File: config.mk
export PLATFORM = sky130hd
export DESIGN_NAME = swm_cell
export DESIGN_NICKNAME = d
export VERILOG_FILES = /design/src/hw/rtl/swm_pkg.sv /design/src/hw/rtl/swm_cell.sv
export SDC_FILE = /design/constraint.sdc
export NUM_CORES = 1
export LEC_CHECK = 0
export BUFFER_PORTS_ARGS = -buffer_cell sky130_fd_sc_hd__buf_2
export CAP_MARGIN = 20
export CORE_MARGIN = 2
export CORE_UTILIZATION = 42
export CTS_BUF_LIST = sky130_fd_sc_hd__clkbuf_2 sky130_fd_sc_hd__clkbuf_4 sky130_fd_sc_hd__clkbuf_8
export CTS_CLUSTER_SIZE = 16
export DETAILED_ROUTE_END_ITERATION = 16
export GPL_ROUTABILITY_DRIVEN = 0
export HOLD_SLACK_MARGIN = 0.03
export PLACE_DENSITY_LB_ADDON = 0.2
export SYNTH_ARGS = -nofsm -noshare
export SYNTH_HDL_FRONTEND = slang
export SYNTH_SLANG_ARGS = --single-unit
File: constraint.sdc
create_clock -name clk -period 4.3 [get_ports clk]
set_input_delay 0.86 -clock clk [delete_from_list [all_inputs] [get_ports clk]]
set_output_delay 0.86 -clock clk [all_outputs]
set_load 0.01 [all_outputs]
File: src/hw/rtl/swm_pkg.sv
// ----------------------------------------------------------------------------
// swm_pkg: shared types and constants for the sliding window maximum
// Word layouts of the sample and result channels, default sizes.
// ----------------------------------------------------------------------------
`default_nettype none

package swm_pkg;

  localparam int WINDOW_MAX_DEF = 64;

  localparam int CFG_W    = 7;
  localparam int SAMPLE_W = 32;
  localparam int COUNT_W  = 32;

  localparam logic [CFG_W-1:0] WINDOW_RESET = 7'd1;

  typedef logic signed [SAMPLE_W-1:0] sample_t;

  typedef struct packed {
    logic signed [SAMPLE_W-1:0] sample;
    logic                       last_sample;
  } in_word_t;

  typedef struct packed {
    logic signed [SAMPLE_W-1:0] max_value;
    logic [COUNT_W-1:0]         result_number;
  } out_word_t;

endpackage

`default_nettype wire

File: src/hw/rtl/swm_cell.sv
// ----------------------------------------------------------------------------
// swm_cell: one cell of the running maximum chain
// Holds the maximum of the live samples of age 0..k. On a shift, a cell inside
// the window takes the larger of the new sample and its neighbor's old
// maximum. A cell past the window takes the window maximum, so samples that
// have aged out stay out when the window grows later.
// ----------------------------------------------------------------------------
`default_nettype none

module swm_cell (
  input  wire               clk,
  input  wire               shift,
  input  wire               in_window,
  input  swm_pkg::sample_t  sample,
  input  swm_pkg::sample_t  prev,
  input  swm_pkg::sample_t  fill,
  output swm_pkg::sample_t  max_nxt,
  output swm_pkg::sample_t  max_q
);

  swm_pkg::sample_t max_r;

  assign max_nxt = (sample > prev) ? sample : prev;
  assign max_q   = max_r;

  always_ff @(posedge clk) begin
    if (shift) begin
      max_r <= in_window ? max_nxt : fill;
    end
  end

endmodule

`default_nettype wire
; ---- Word level (Yosys, flattened, before mapping)
; Index checks and enable logic that the tools add are counted.
[op_classes]
magnitude_cmp = 1
mux = 2
[op_table]
columns = operator, n
row1 = $mux W32, 2
row2 = $gt A32 B32 Y1, 1
[totals]
reg_bits = 32
inputBits = 99

; ---- Longest topological paths before layout
[logic_depth]
word_depth = 3
ltp_mapped = 10
depth_no_buf = 9

; ---- Worst setup path after synthesis
; OpenSTA, ideal clock, no wires.
[synth_timing]
kind = input-to-output
start = in prev[14]
end = out max_nxt[0]
stages = 9
required_ps = 3440
arrival_ps = 2732
setup_slack_ps = 708
path_buffers = 1
path_cell_list = inv_1 ha_1 a21oi_1 nand2_1 a221o_1 o31ai_2 a31oi_2 buf_6 o31ai_1
[synth_via]
elab_chain_cells = 2
[synth_lines]
columns = item, line
row1 = "start, declared", swm_cell.sv:15  ; input swm_pkg::sample_t prev,
row2 = $gt A32 B32 Y1, swm_cell.sv:23  ; assign max_nxt = (sample > prev) ? sample : prev;
row3 = $mux W32, swm_cell.sv:23
row4 = "end, declared", swm_cell.sv:17  ; output swm_pkg::sample_t max_nxt,
; Every way passes these cells.

; ---- Final worst setup path
[layout_timing]
start = in sample[7]
end = out max_nxt[30]
[layout_via]
elab_chain_cells = 2
[layout_lines]
columns = item, line
row1 = "start, declared", swm_cell.sv:14  ; input swm_pkg::sample_t sample,
row2 = $gt A32 B32 Y1, swm_cell.sv:23
row3 = $mux W32, swm_cell.sv:23
; Every way passes these cells.

==> summary by stage <==
Placement
The post-detailed-placement half-perimeter wirelength is 6090 um. The placed instance count is 555. The total of buffers placed on input and output ports is 162.

Die
The placeable core area is 6310 sq um. The cell row count is 29. The die height is 84.3 um. The starting density of the core is 42.9%. approximately 160 I/O pins were placed. In this run the horizontal extent of the chip is between 80 and 90 um. The full die area is 7110 sq um.

Job
The tool flagged a number of max-cap violations equal to 0.

Routing
The detail-routed via count per cell is 5.36. The wire length per cell after detailed routing is 14.1 um. The first-pass iteration count of the detailed router is 5. The violation count after the first detailed-route iteration is 132. The final layout contains routed wiring with a total length of slightly below 8000 um. The number of nets still failing antenna checks after routing is 0. The count of unresolved DRC violations after routing is 0.

Summing over every cut layer, the via total after detailed routing is between 3000 and 4000.

Worst setup path
For this run, the slowest stage of the critical path takes 0.41 ns. The arrival time reported for the critical path endpoint is 3.29 ns. The startpoint of the most critical setup path is sample[7]. The required time of the critical path is between 3 and 4 ns. STA classifies the critical path endpoint as an output pin. Of all nets on the critical path, the largest fanout is 19. The worst setup path is of the in -> out kind. The library cell contributing the largest single delay on the critical path is sky130_fd_sc_hd__a221o_1. The critical path goes through buf_2 -> ha_1 -> a21oi_1 -> o21ai_0 -> a221o_1 -> o31ai_4 -> buf_4 -> a31oi_4 -> buf_4 -> o21ai_0 -> nand2_1 -> buf_2. The type of origin of the critical path is an input port.

Yosys
Synthesis handed over a netlist of 329 instances. The mean instance size in the synthesized netlist is 8.24 sq um. The Yosys step of the flow raised 0 warnings. The netlist area before placement is about 2700 sq um. Sequential cells were found to cover 35.4% of the synthesized design area. The netlist uses 31 different library cells. The synthesis-stage register bit count is 32. Counting every net in the synthesized netlist gives between 400 and 500.

Clocking
CTS placed an instance of sky130_fd_sc_hd__clkbuf_8 at the clock tree root. The maximum level of the CTS H-tree is 2. The clock input transition at the sequential cells of the worst setup and hold paths is 0.07 ns. TritonCTS built the clock tree. The total CTS buffers is 5.

The number of buffers on the longest clock path is 2. Post-CTS timing repair inserted 0 buffers for setup. The clock net in this run drives a total of 32 sinks.

STA
The headroom to the max-slew limit is 28.7%. The max-slew violation count is 0. The final critical path takes up between 90% and 100% of the cycle. Across all hold checks on the routed design, the worst slack comes to roughly 0.89 ns. Timing would allow up to roughly 0.24 GHz.

The count of endpoints failing hold in the final timing report was 0. The actual transition at the worst max-transition pin is approximately 1.1 ns. Setup violations remaining at the end of the flow were counted as 0. Counting I/O delays and the setup requirement, the final critical path takes approximately 4.2 ns.

Hold path
The tightest min-delay check is of the in -> reg type. In this run the most critical hold path is launched from fill[0]. The worst hold path passes through 3 cells.

Global routing
The number of global-route vias before repair is 2730. The number of antenna violations at the first check in global routing is 0. The total global routing track utilization is 21.9%. Entering global routing, the biggest net connects 65 pins. The first global-routing pass estimated 12700 um of wire. Global routing finished with a remaining overflow of 0.

Layout
The number of diodes is 0. The register with the most flip-flops in the layout has 32 of them. The area growth from synthesis to layout is 35.8%. The non-filler instance count after layout is 563. The net count reported at finish is 616. Cells with a size suffix above 1 make up 37.9% of the layout.

Pwr
The worst-case IR drop observed on VDD is 160 uV. Net switching is 35.4% of the power. Internal power comes to between 600 and 700 uW.

The fraction of power consumed by the clock network is between 20 and 25%. The power per cell area is slightly below 300 nW/um^2. The register share of total power is 36.8%.

The leakage dissipation is about 1.9 nW. The relative contribution of combinational cells to total power is 40.7%. For this design the total switching power over the nets is 381 uW.

Run status
The flow ran to the end, and the final reports show no timing, DRC or antenna violations.
==> cell families (layout without fill, tap and decap cells) <==
| logic type | after synthesis | count (layout) | share of synthesized area (%) |
|---|---|---|---|
| buffers and inverters | 52 | 209 | 8.72 |
| DFF | 32 | 32 | 35.4 |
| adders and majority gates | 32 | 32 | 14.8 |
| AOI/OAI and AO/OA | 92 | 92 | 20.6 |
| and+or+nand+nor | 121 | 121 | 20.5 |
==> cell usage in the layout, fill, tap and decap left out, types with 5 or more instances in the layout <==
master,count
sky130_fd_sc_hd__o21ai_0,5
sky130_fd_sc_hd__buf_2,162
sky130_fd_sc_hd__a31oi_1,32
sky130_fd_sc_hd__nand3_1,36
sky130_fd_sc_hd__edfxtp_1,32
sky130_fd_sc_hd__nand2_1,37
sky130_fd_sc_hd__nand4_1,7
sky130_fd_sc_hd__nor2_1,34
sky130_fd_sc_hd__inv_1,33
sky130_fd_sc_hd__ha_1,32
sky130_fd_sc_hd__buf_4,5
sky130_fd_sc_hd__o21ai_1,28
sky130_fd_sc_hd__clkbuf_8,5
sky130_fd_sc_hd__a21oi_1,14
==> final timing paths <==
| check | end | slack [ns] |
|---|---|---|
| worst max-delay path | max_nxt[30] | 0.15 |
| worst min-delay path | max_q[0]$_DFFE_PP_ | 0.89 |
==> power groups by stage <==
stage / combinational (mW) / sequential [mW] / clock, mW
6_report: 0.437 / 0.395 / 0.242
3_5_place_dp: 0.435 / 0.403 / 0
3_3_place_gp: 0.428 / 0.402 / 0
5_1_grt: 0.489 / 0.398 / 0.259
2_1_floorplan: 0.232 / 0.424 / 0
4_1_cts: 0.437 / 0.396 / 0.245
==> critical path, delay by kind of cell <==
kind            cells  cell delay, ns
buf+inv             4            0.67
compound gates      6            1.36
simple gates        1            0.08
fa+ha+maj           1            0.32
==> per-stage QoR <==
stage          utilization, %  total power [mW]  setup slack (ns)  setup TNS [ns]  area, sq um
4_1_cts                  58.0              1.08            0.0357               0         3660
2_1_floorplan               -             0.656             0.708               0         2710
3_5_place_dp             56.6             0.838            0.0441               0         3570
3_3_place_gp             56.6             0.829            0.0773               0         3570
6_report                 58.3              1.08             0.146               0         3680
5_1_grt                  58.3              1.15           -0.0591          -0.161         3680
==> Yosys cell counts <==
library cell,number,share of area (%)
sky130_fd_sc_hd__nand4_2,1,0.46
sky130_fd_sc_hd__o31ai_2,1,0.46
sky130_fd_sc_hd__nor4_4,1,0.78
sky130_fd_sc_hd__a21oi_1,14,2.6
sky130_fd_sc_hd__nand4_1,7,1.6
sky130_fd_sc_hd__a31o_2,1,0.32
sky130_fd_sc_hd__clkbuf_1,10,1.4
sky130_fd_sc_hd__nand3_1,36,6.6
sky130_fd_sc_hd__nor2b_1,1,0.23
sky130_fd_sc_hd__nor4_1,1,0.23
sky130_fd_sc_hd__edfxtp_1,32,35
sky130_fd_sc_hd__nor3_1,1,0.18
sky130_fd_sc_hd__and3_2,1,0.28
sky130_fd_sc_hd__a31oi_1,32,7.4
sky130_fd_sc_hd__buf_4,7,1.9
sky130_fd_sc_hd__and2_1,1,0.23
sky130_fd_sc_hd__o21ai_1,23,4.2
sky130_fd_sc_hd__o21ai_2,2,0.65
sky130_fd_sc_hd__buf_6,2,0.83
sky130_fd_sc_hd__ha_1,32,15
sky130_fd_sc_hd__o21ai_0,10,1.8
sky130_fd_sc_hd__nand2_1,37,5.1
sky130_fd_sc_hd__o31ai_1,1,0.28
sky130_fd_sc_hd__a211oi_2,1,0.46
sky130_fd_sc_hd__a21o_1,2,0.55
sky130_fd_sc_hd__a221o_1,2,0.74
sky130_fd_sc_hd__nor2_1,34,4.7
sky130_fd_sc_hd__o211ai_1,1,0.28
sky130_fd_sc_hd__a2111oi_0,1,0.32
sky130_fd_sc_hd__a31oi_2,1,0.46
sky130_fd_sc_hd__inv_1,33,4.6
==> final cells by class <==
class | instances | area [sq um]
sequential | 32 | 961
fill | 596 | 2630
clock buffer | 7 | 83.8
inverter | 33 | 124
tap | 77 | 96.3
clock inverter | 1 | 3.75
multi-input combinational | 245 | 1550
timing repair buffer | 168 | 868
==> timing repair <==
action / CTS / global route
hold buffers: 0 / 0
resized for setup: 0 / 9
endpoints found under the setup margin: 0 / 32
==> per-layer routing <==
metal | vias to the layer above | routed length, um | track usage [%]
met5 | - | 0 | 0
met4 | 0 | 133 | 7.07
met3 | 12 | 634 | 5.01
met2 | 142 | 3770 | 37.4
met1 | 1354 | 3410 | 27.6
li1 | 1512 | - | -
Power figures use the tool's default switching activity.
